File: src/hw/rtl/zmw_pkg.sv
`timescale 1ns / 1ps
package zmw_pkg;

  // Window geometry
  localparam int MAX_SAMPLES  = 1024;
  localparam int MAX_CHANNELS = 4;
  localparam int ADDR_W       = $clog2(MAX_SAMPLES);
  localparam int CNT_W        = ADDR_W + 1;
  localparam int CFG_W        = 3;
  localparam int CH_W         = $clog2(MAX_CHANNELS + 1);

  // Field widths
  localparam int SMP_W   = 16;
  localparam int Z_W     = 16;
  localparam int DISP_W  = 11;
  localparam int SCORE_W = 32;

  // Datapath widths
  localparam int SUM_W   = SMP_W + ADDR_W;
  localparam int MEAN_W  = SMP_W + 5;
  localparam int DEV_W   = SMP_W + 6;
  localparam int SQ_W    = 2 * DEV_W;
  localparam int ACC_W   = 2 * DEV_W - 2 + ADDR_W;
  localparam int ESUM_W  = 2 * Z_W + ADDR_W;
  localparam int PROD_W  = ESUM_W + CNT_W;
  localparam int DIV_W   = (ACC_W > PROD_W) ? ACC_W : PROD_W;
  localparam int ROOT_W  = (ACC_W + 1) / 2;
  localparam int RAD_W   = 2 * ROOT_W;
  localparam int DSR_W   = ROOT_W;
  localparam int DIV_CNT_W = $clog2(DIV_W);
  localparam int SQ_CNT_W  = $clog2(ROOT_W);

  // Stream payload widths
  localparam int S_TDATA_W = 48;
  localparam int S_TUSER_W = 3;
  localparam int M_TDATA_W = 80;

  typedef struct packed {
    logic             start;
    logic [DIV_W-1:0] dividend;
    logic [DSR_W-1:0] divisor;
  } div_req_t;

  typedef struct packed {
    logic             busy;
    logic             done;
    logic [DIV_W-1:0] quotient;
  } div_rsp_t;

  typedef struct packed {
    logic             start;
    logic [RAD_W-1:0] radicand;
  } sqrt_req_t;

  typedef struct packed {
    logic              busy;
    logic              done;
    logic [ROOT_W-1:0] root;
  } sqrt_rsp_t;

  typedef enum logic [4:0] {
    ST_IDLE,
    ST_CH_INIT,
    ST_SUM,
    ST_MEAN,
    ST_MEAN_W,
    ST_SSQ,
    ST_VAR,
    ST_VAR_W,
    ST_SQRT,
    ST_SQRT_W,
    ST_Z_ISSUE,
    ST_Z_READ,
    ST_Z_DIV,
    ST_Z_WAIT,
    ST_NEXT_CH,
    ST_SCORE_INIT,
    ST_SCORE,
    ST_MUL,
    ST_SDIV,
    ST_SDIV_W,
    ST_OUT
  } state_e;

endpackage

File: src/hw/rtl/zmw_div.sv
`timescale 1ns / 1ps
module zmw_div import zmw_pkg::*; (
  input  logic     clk_i,
  input  logic     rst_ni,
  input  div_req_t req_i,
  output div_rsp_t rsp_o
);

  logic                 busy_q, done_q;
  logic [DIV_CNT_W-1:0] cnt_q;
  logic [DSR_W-1:0]     rem_q, dsr_q;
  logic [DIV_W-1:0]     quo_q;
  logic [DSR_W:0]       shifted, diff;
  logic                 ge;

  // One restoring step: bring down the next dividend bit
  always_comb begin
    shifted = {rem_q, quo_q[DIV_W-1]};
    diff    = shifted - {1'b0, dsr_q};
    ge      = shifted >= {1'b0, dsr_q};
  end

  // Sequence control
  always_ff @(posedge clk_i or negedge rst_ni) begin
    if (!rst_ni) begin
      busy_q <= 1'b0;
      done_q <= 1'b0;
      cnt_q  <= '0;
    end else begin
      done_q <= 1'b0;
      if (req_i.start) begin
        busy_q <= 1'b1;
        cnt_q  <= '0;
      end else if (busy_q) begin
        cnt_q <= cnt_q + 1'b1;
        if (cnt_q == DIV_CNT_W'(DIV_W - 1)) begin
          busy_q <= 1'b0;
          done_q <= 1'b1;
        end
      end
    end
  end

  // Remainder and quotient
  always_ff @(posedge clk_i) begin
    if (req_i.start) begin
      rem_q <= '0;
      quo_q <= req_i.dividend;
      dsr_q <= req_i.divisor;
    end else if (busy_q) begin
      rem_q <= ge ? diff[DSR_W-1:0] : shifted[DSR_W-1:0];
      quo_q <= {quo_q[DIV_W-2:0], ge};
    end
  end

  assign rsp_o.busy     = busy_q;
  assign rsp_o.done     = done_q;
  assign rsp_o.quotient = quo_q;

endmodule

File: config.mk
export PLATFORM = sky130hd
export DESIGN_NAME = zmw_div
export DESIGN_NICKNAME = d
export VERILOG_FILES = /design/src/hw/rtl/zmw_pkg.sv /design/src/hw/rtl/zmw_div.sv
export SDC_FILE = /design/constraint.sdc
export NUM_CORES = 1
export LEC_CHECK = 0
export BUFFER_PORTS_ARGS = -buffer_cell sky130_fd_sc_hd__buf_2
export CORE_ASPECT_RATIO = 1.2
export CORE_MARGIN = 1
export CORE_UTILIZATION = 30
export DETAILED_ROUTE_END_ITERATION = 10
export GPL_TIMING_DRIVEN = 0
export SKIP_LAST_GASP = 1
export SYNTH_ARGS = -nofsm -noshare
export SYNTH_HDL_FRONTEND = slang
export SYNTH_SLANG_ARGS = --single-unit
export TNS_END_PERCENT = 100
File: constraint.sdc
create_clock -name clk_i -period 7.1 [get_ports clk_i]
set_input_delay 1.42 -clock clk_i [delete_from_list [all_inputs] [get_ports clk_i]]
set_output_delay 1.42 -clock clk_i [all_outputs]
set_load 0.05 [all_outputs]
==> metrics.cfg <==
[timing]
maxSlewHeadroom_pct=49.5
finalClockSkew_ns=0.0133
period_minus_slack_ns=3.59
final_hold_viol_count=0
tightest_slew_ns=0.757
slew_violations=0
finalSetupViolCount=0
max_freq_ghz=0.278
fin_crit_sh_pct=50.6
rsz0062_at_grt=no
setup_tns_ns=0

[detailed_routing]
dr_wl_met2_um=7730
top_layer=met4
vias=4661
vias_per_cell=4.81
met1Wirelength_um=6840
postRouteAntennaNets=0
dr_wl_met3_um=1120
drtIter0Drc=236
wl_um=16000
first_pass_iters=4
wl_per_cell_um=16.5
drc=0

[power_and_ir_drop]
ir_worst_vdd_mv=0.189
leakagePower_nw=3.34
pwr_density_cell_mw_per_mm2=312

[floorplanning]
fp-row-count=57
initial_core_util_pct=30.5
chipHeight_um=159
die_w_um=133
die_area_mm2=0.0211
core_area_mm2=0.0202
ios=137

[cts]
clockBufferDepth=2
cts_buffers=17
ctsHoldBuffers=0
post_cts_resized=0
numClockSinks=113
cts_tree=yes
post-cts-setup-buffers=0
root_buffer=clkbuf_16
htreeDepth=4
clkLatencyLatePin_ns=0.42
clk_pin_slew_worst_paths_ns=0.06

[global_routing]
antenna_found_initial=0
grt_pass1_vias=4860
grtUsageTotal_pct=15.7
grt_max_degree=43
grt-ovfl-total=0
grt_pass1_wl_um=25200

[worst_setup_path]
worstPathArrival_ns=3.76
ff2ff_path_depth=12
path_class=input port to flop
timing.rr.end=rem_q[18]$_SDFFE_PP0P_
critPathLaunch=req_i[79]
critical_path.max_fanout=27
endpoint=quo_q[45]$_DFFE_PP_
critPathRequiredTime_ns=7.26
crit_path_end_kind=flop
worstSetupStartpointType=input port
r2r-start=quo_q[52]$_DFFE_PP_
rrSetupSlack_ns=4.13

[hold_path]
holdPathStages=2
holdCritPathClass=flop to flop

[logic_synthesis]
ys_ff_latch=113
ys.warnings.count=0
syn-mean-instance-area_um2=11.5
syn_nets=646
ys.flop_type=edfxtp_1
synth_cell_types=62
syn_inst=535
synth_edf_count=79
seq_area_frac_synth_pct=50.3
syn-cell-area_mm2=0.00615
ys_async_sr_fraction_pct=7.08

[finish]
nets=802
syn2layout_area_growth_pct=26.5
postLayoutCoreUtil_pct=38.5
layout_common_cells=buf_2, edfxtp_1, mux2_2
seq_area_mm2=0.00309
fill_cells=1983
drive_gt1_share_pct=35.8
diodes=0
multi_input_area_mm2=0.00275
final_common_cell=buf_2

[flow_run]
drv_cap=0

[status]
status=finished clean

[placement]
hpwl_um=11600
place.port_buffers=136
gp_congestion=0.807

## synthesized netlist by cell type, types with 5 or more instances
cell type | instances | area, um2
edfxtp_1 | 79 | 2370
mux2_2 | 53 | 597
nor2_1 | 36 | 135
inv_1 | 34 | 128
nand2_1 | 32 | 120
ha_1 | 28 | 350
dfxtp_1 | 26 | 521
a21oi_1 | 23 | 115
nand3_1 | 18 | 90.1
clkbuf_1 | 15 | 56.3
xnor2_1 | 15 | 131
a21o_1 | 13 | 97.6
mux2i_1 | 11 | 110
o21ai_0 | 11 | 55.1
xor2_1 | 11 | 96.3
a211oi_1 | 10 | 75.1
nand4_1 | 9 | 56.3
buf_4 | 8 | 60.1
dfrtp_1 | 8 | 200
nand2b_1 | 8 | 50.1
a32oi_1 | 5 | 43.8
nor3_1 | 5 | 25.0
o31ai_1 | 5 | 37.5
## routing by layer
layer | vias up | global-route usage, %
met5 | - | 0
met4 | 0 | 5.90
met3 | 22 | 5.11
met2 | 161 | 26.5
met1 | 2180 | 18.3
li1 | 2298 | -
## registers in the layout, indices dropped and copies added, names as in the netlist
signal	cells
busy_q	1
rem_q	26
done_q	1
dsr_q	26
cnt_q	6
quo_q	53
## layout make-up
| class | count | share of cell area (%) |
|---|---|---|
| buffer | 30 | 2.27 |
| clock buffer | 18 | 5.52 |
| clock inverter | 14 | 2.12 |
| inverter | 34 | 1.64 |
| multi-input combinational | 358 | 35.4 |
| sequential | 113 | 39.8 |
| tap | 265 | 4.27 |
| timing repair buffer | 137 | 9.01 |
## per-stage QoR
stage / power [mW] / cell area [um2] / instances / setup WS, ns / hold WS [ns]
final: 2.42 / 7770 / 969 / 3.51 / 0.471
after global routing: 2.54 / 7770 / 969 / 3.29 / 0.503
after CTS: 2.44 / 7770 / 969 / 3.43 / 0.474
after detailed placement: 1.56 / 7180 / 937 / 2.96 / 0.467
after global placement: 1.56 / 7160 / 936 / 2.03 / 0.463
after floorplan: 1.39 / 6150 / 535 / 3.71 / 0.445
## kinds of logic after synthesis
kind of cell               count (synthesis)  synth area share (%)
xor gates and xnor gates                  26                  3.71
DFF                                      113                  50.3
muxes                                     64                  11.5
AOI/OAI and AO/OA                        104                  12.4
adders and majority gates                 29                  6.03
and+or+nand+nor                          135                  11.1
buffers and inverters                     64                  4.95
## critical path: stages
cell,delay (ns)
buf_2,0.53
clkbuf_1,0.38
clkbuf_1,0.43
clkbuf_1,0.56
mux2_2,0.41
## worst min path at each step
stage                                     start               endpoint
final                     rem_q[2]$_SDFFE_PP0P_  rem_q[2]$_SDFFE_PP0P_
after global placement    rem_q[2]$_SDFFE_PP0P_  rem_q[2]$_SDFFE_PP0P_
after global routing      rem_q[2]$_SDFFE_PP0P_  rem_q[2]$_SDFFE_PP0P_
after CTS                 rem_q[2]$_SDFFE_PP0P_  rem_q[2]$_SDFFE_PP0P_
after detailed placement  rem_q[2]$_SDFFE_PP0P_  rem_q[2]$_SDFFE_PP0P_
after floorplan           rem_q[2]$_SDFFE_PP0P_  rem_q[2]$_SDFFE_PP0P_
## power breakdown
group / internal (mW) / leakage (nW) / switching [mW] / total (mW)
Combinational: 0.271 / 1.93 / 0.433 / 0.704
Sequential: 0.794 / 1.13 / 0.0541 / 0.848
Clock: 0.549 / 0.278 / 0.319 / 0.868
Note: power is estimated with default switching activity, not from simulation.
