<file path="src/hw/rtl/zmw_pkg.sv">
`timescale 1ns / 1ps
package zmw_pkg;

  // Window geometry
  localparam int MAX_SAMPLES  = 1024;
  localparam int MAX_CHANNELS = 4;
  localparam int ADDR_W       = $clog2(MAX_SAMPLES);
  localparam int CNT_W        = ADDR_W + 1;
  localparam int CFG_W        = 3;
  localparam int CH_W         = $clog2(MAX_CHANNELS + 1);

  // Field widths
  localparam int SMP_W   = 16;
  localparam int Z_W     = 16;
  localparam int DISP_W  = 11;
  localparam int SCORE_W = 32;

  // Datapath widths
  localparam int SUM_W   = SMP_W + ADDR_W;
  localparam int MEAN_W  = SMP_W + 5;
  localparam int DEV_W   = SMP_W + 6;
  localparam int SQ_W    = 2 * DEV_W;
  localparam int ACC_W   = 2 * DEV_W - 2 + ADDR_W;
  localparam int ESUM_W  = 2 * Z_W + ADDR_W;
  localparam int PROD_W  = ESUM_W + CNT_W;
  localparam int DIV_W   = (ACC_W > PROD_W) ? ACC_W : PROD_W;
  localparam int ROOT_W  = (ACC_W + 1) / 2;
  localparam int RAD_W   = 2 * ROOT_W;
  localparam int DSR_W   = ROOT_W;
  localparam int DIV_CNT_W = $clog2(DIV_W);
  localparam int SQ_CNT_W  = $clog2(ROOT_W);

  // Stream payload widths
  localparam int S_TDATA_W = 48;
  localparam int S_TUSER_W = 3;
  localparam int M_TDATA_W = 80;

  typedef struct packed {
    logic             start;
    logic [DIV_W-1:0] dividend;
    logic [DSR_W-1:0] divisor;
  } div_req_t;

  typedef struct packed {
    logic             busy;
    logic             done;
    logic [DIV_W-1:0] quotient;
  } div_rsp_t;

  typedef struct packed {
    logic             start;
    logic [RAD_W-1:0] radicand;
  } sqrt_req_t;

  typedef struct packed {
    logic              busy;
    logic              done;
    logic [ROOT_W-1:0] root;
  } sqrt_rsp_t;

  typedef enum logic [4:0] {
    ST_IDLE,
    ST_CH_INIT,
    ST_SUM,
    ST_MEAN,
    ST_MEAN_W,
    ST_SSQ,
    ST_VAR,
    ST_VAR_W,
    ST_SQRT,
    ST_SQRT_W,
    ST_Z_ISSUE,
    ST_Z_READ,
    ST_Z_DIV,
    ST_Z_WAIT,
    ST_NEXT_CH,
    ST_SCORE_INIT,
    ST_SCORE,
    ST_MUL,
    ST_SDIV,
    ST_SDIV_W,
    ST_OUT
  } state_e;

endpackage

</file>
<file path="src/hw/rtl/zmw_isqrt.sv">
`timescale 1ns / 1ps
module zmw_isqrt import zmw_pkg::*; (
  input  logic      clk_i,
  input  logic      rst_ni,
  input  sqrt_req_t req_i,
  output sqrt_rsp_t rsp_o
);

  logic                busy_q, done_q;
  logic [SQ_CNT_W-1:0] cnt_q;
  logic [RAD_W-1:0]    rad_q;
  logic [ROOT_W:0]     rem_q;
  logic [ROOT_W-1:0]   root_q;
  logic [ROOT_W+2:0]   cur, trial, diff;
  logic                ge;

  // One digit: bring down two radicand bits, try root*4+1
  always_comb begin
    cur   = {rem_q, rad_q[RAD_W-1:RAD_W-2]};
    trial = {1'b0, root_q, 2'b01};
    diff  = cur - trial;
    ge    = cur >= trial;
  end

  // Sequence control
  always_ff @(posedge clk_i or negedge rst_ni) begin
    if (!rst_ni) begin
      busy_q <= 1'b0;
      done_q <= 1'b0;
      cnt_q  <= '0;
    end else begin
      done_q <= 1'b0;
      if (req_i.start) begin
        busy_q <= 1'b1;
        cnt_q  <= '0;
      end else if (busy_q) begin
        cnt_q <= cnt_q + 1'b1;
        if (cnt_q == SQ_CNT_W'(ROOT_W - 1)) begin
          busy_q <= 1'b0;
          done_q <= 1'b1;
        end
      end
    end
  end

  // Remainder and root
  always_ff @(posedge clk_i) begin
    if (req_i.start) begin
      rad_q  <= req_i.radicand;
      rem_q  <= '0;
      root_q <= '0;
    end else if (busy_q) begin
      rad_q  <= {rad_q[RAD_W-3:0], 2'b00};
      rem_q  <= ge ? diff[ROOT_W:0] : cur[ROOT_W:0];
      root_q <= {root_q[ROOT_W-2:0], ge};
    end
  end

  assign rsp_o.busy = busy_q;
  assign rsp_o.done = done_q;
  assign rsp_o.root = root_q;

endmodule

</file>
<file path="config.mk">
export PLATFORM = sky130hd
export DESIGN_NAME = zmw_isqrt
export DESIGN_NICKNAME = d
export VERILOG_FILES = /design/src/hw/rtl/zmw_pkg.sv /design/src/hw/rtl/zmw_isqrt.sv
export SDC_FILE = /design/constraint.sdc
export NUM_CORES = 1
export LEC_CHECK = 0
export BUFFER_PORTS_ARGS = -buffer_cell sky130_fd_sc_hd__buf_2
export CORE_UTILIZATION = 58
export DETAILED_ROUTE_END_ITERATION = 12
export MAX_ROUTING_LAYER = met4
export PLACE_DENSITY_LB_ADDON = 0.3
export SLEW_MARGIN = 0
export SYNTH_ARGS = -nofsm -noshare
export SYNTH_HDL_FRONTEND = slang
export SYNTH_SLANG_ARGS = --single-unit
</file>
<file path="constraint.sdc">
create_clock -name clk_i -period 2.9 [get_ports clk_i]
set_clock_uncertainty 0.05 [all_clocks]
set_input_delay 0.29 -clock clk_i [delete_from_list [all_inputs] [get_ports clk_i]]
set_output_delay 0.29 -clock clk_i [all_outputs]
set_load 0.03 [all_outputs]
</file>
==> flow_summary.json <==
{
  "cts_max_level": 3,
  "layout-drive-gt1-share_pct": 28.7,
  "routedWlPerCell_um": 15.4,
  "critPathCapture": "rem_q[12]$_SDFFE_PP0P_",
  "tightest_slew_ns": 0.802,
  "hold_class": "input pin to flop",
  "worstSetupEndpointType": "flop",
  "cts_buffers": 9,
  "drtIter0Drc": 226,
  "rr_startpoint": "root_q[0]$_SDFFE_PP0P_",
  "io_buffers": 82,
  "route.detailed.drc": 0,
  "finalInstanceArea_um2": 6910,
  "layout.nets": 738,
  "core_area_um2": 10200,
  "crit_start": "root_q[0]$_SDFFE_PP0P_",
  "netlist_area_um2": 6080,
  "stdcell_count": 794,
  "chipHeight_um": 104,
  "cts_tree": "built",
  "diodes": 0,
  "outcome": "finished clean",
  "p_per_area_nw_per_um2": 921,
  "grt_use_total_pct": 24.2,
  "r2r_end": "rem_q[12]$_SDFFE_PP0P_",
  "setup_ws_ns": 0.118,
  "ios": 83,
  "place_inst": 776,
  "grt_pass1_wl_um": 20700,
  "hold_viol": 0,
  "pre_cts_slack_ns": 0.0212,
  "ys_warn_count": 0,
  "cp-start-kind": "flop",
  "syn_nets": 656,
  "fin_util_pct": 67.5,
  "setup_viol": 0,
  "r2r_slack_ns": 0.12,
  "clkSlewWorstSetupHoldPaths_ns": 0.12,
  "syn_inst": 571,
  "slew_viol_final": 0,
  "dp_hpwl_um": 8700,
  "synth_edf_count": 52,
  "die_w_um": 104,
  "start_util_pct": 59.4,
  "cp_data_required_time_ns": 3.14,
  "numClockSinks": 112,
  "dieArea_um2": 10900,
  "synth.avg_cell_area_um2": 10.6,
  "ys_seq_area_share_pct": 46.0,
  "arrival_ns": 3.02,
  "grt_pass1_vias": 4574,
  "firstDrtPassIters": 5,
  "seq_area_um2": 2800,
  "ys_seq_elements": 112,
  "clockBufferDepth": 2,
  "leakage_nw": 3.08,
  "ff2ff_path_depth": 11,
  "multiInputGateArea_um2": 3050,
  "crit_fanout": 12,
  "fmax_mhz": 359,
  "antenna_found_initial": 0,
  "period_needed_ns": 2.78,
  "tns_ns": 0,
  "rsz0062_at_grt": "no",
  "synth_ff_type": "dfxtp_1",
  "root_buffer": "clkbuf_8",
  "dr_total_vias": 4519,
  "relSlewSlack_pct": 46.4,
  "irDropWorstVdd_mv": 0.456,
  "via_per_inst": 5.69,
  "n_fill_cell": 831,
  "area_growth_pct": 13.6,
  "grt_max_degree": 55,
  "overflow": 0,
  "min_period_over_period_pct": 95.9,
  "ys_types": 53,
  "gp_congestion": 0.898,
  "cap_violations": 0,
  "drtAntennaViolNets": 0,
  "hold_ws_ns": 0.145,
  "clock_latency_ns": 0.39,
  "crit_type": "flop to flop",
  "ys_async_sr_fraction_pct": 6.25,
  "wl_um": 12200,
  "total_power_mw": 6.37,
  "fp-row-count": 37,
  "placed_area_um2": 6670
}
==> layout by cell type (no fill, tap or decap), types with 15 or more instances in the layout <==
cell type	n
mux2i_1	42
nor2_1	71
nand2_1	26
buf_4	15
a211oi_1	16
ha_1	28
xor2_1	15
edfxtp_1	52
inv_1	34
dfxtp_1	50
buf_2	81
a21oi_1	18
mux2_2	50
==> final cells by class <==
class | count | area share (%)
multi-input cells | 395 | 44.2
flip-flops and latches | 112 | 40.6
repair buffers | 99 | 8.22
well taps | 136 | 2.46
clock buffers | 11 | 1.90
clock inverters | 5 | 0.706
inverters | 36 | 1.96
==> state kept, by name, indices dropped and copies added (netlist names) <==
name and count:
rad_q 52, rem_q 27, root_q 26, cnt_q 5, busy_q 1, done_q 1
==> critical path: stages, from the launching register on <==
cell,delay (ns)
dfxtp_2,0.37
inv_1,0.05
ha_1,0.22
or3_4,0.38
o22ai_4,0.19
o211ai_4,0.11
a311oi_4,0.41
o211ai_4,0.14
a31o_4,0.27
buf_12,0.15
mux2i_1,0.13
a211oi_1,0.21
==> routing by layer <==
| metal | share of wire, % | track usage [%] |
|---|---|---|
| met1 | 45 | 29.9 |
| met2 | 48 | 38.3 |
| met3 | 6.0 | 6.02 |
| met4 | 1.7 | 9.18 |
| met5 | 0 | - |
==> cell usage after synthesis, types with 2 or more instances <==
cell type	number	area share (%)
o21ai_0	12	0.99
or2_2	5	0.51
inv_1	35	2.2
o211ai_4	2	0.70
xnor2_1	12	1.7
a31oi_1	4	0.41
ha_1	30	6.2
o21bai_1	3	0.37
o211ai_1	2	0.25
mux2_2	50	9.3
o21a_1	4	0.49
nand3_1	12	0.99
and3_1	2	0.21
xor2_1	15	2.2
a31o_2	2	0.29
a21oi_1	19	1.6
and2_1	4	0.41
o31ai_1	2	0.25
mux2i_1	42	6.9
dfxtp_1	53	17
nor3_1	12	0.99
buf_6	3	0.56
nand4_1	8	0.82
nor4_1	4	0.41
clkbuf_1	16	0.99
a211oi_1	17	2.1
buf_1	7	0.43
nor2b_1	3	0.31
o311ai_0	5	0.72
edfxtp_1	52	26
o31a_1	2	0.29
dfrtp_1	7	2.9
or3_1	2	0.21
a21o_1	7	0.86
a311oi_2	2	0.49
buf_4	2	0.25
nand2_1	26	1.6
nor2_1	71	4.4
==> cells by family (layout without fill, tap and decap cells) <==
kind of cell    count (synthesis)  in the layout  share of synthesized area, %
simple gates                  152            152                          11.2
flops                         112            112                          46.0
compound gates                 94             94                          12.1
mux                            92             92                          16.2
buf+inv                        64            151                          4.45
fa+ha+maj                      30             30                          6.17
xor+xnor                       27             27                          3.89
==> power by group <==
| group | internal, mW | total [mW] | switching (mW) |
|---|---|---|---|
| clock network | 0.334 | 0.896 | 0.562 |
| logic | 1.65 | 3.41 | 1.76 |
| registers | 1.90 | 2.06 | 0.156 |
==> worst min-delay path by stage <==
stage	start	endpoint	slack, ns	cells past startpoint
3_5_place_dp	rst_ni	cnt_q[4]$_DFFE_PN0P_	0.08	1
6_report	req_i[11]	rad_q[11]$_DFFE_PP_	0.15	2
5_1_grt	req_i[51]	rad_q[51]$_DFFE_PP_	0.13	2
4_1_cts	req_i[0]	rad_q[0]$_SDFFCE_PN0P_	0.13	2
2_1_floorplan	rst_ni	busy_q$_DFF_PN0_	-0.06	0
3_3_place_gp	rst_ni	cnt_q[4]$_DFFE_PN0P_	0.07	1
==> repair_timing <==
action / in CTS / in global routing
gates resized for setup: 3 / 8
endpoints found under the hold margin: 7 / 0
setup endpoints to repair: 5 / 22
pin swaps: 4 / 8
buffers inserted: 1 / 0
hold buffers: 1 / 0
Power figures use the tool's default switching activity.
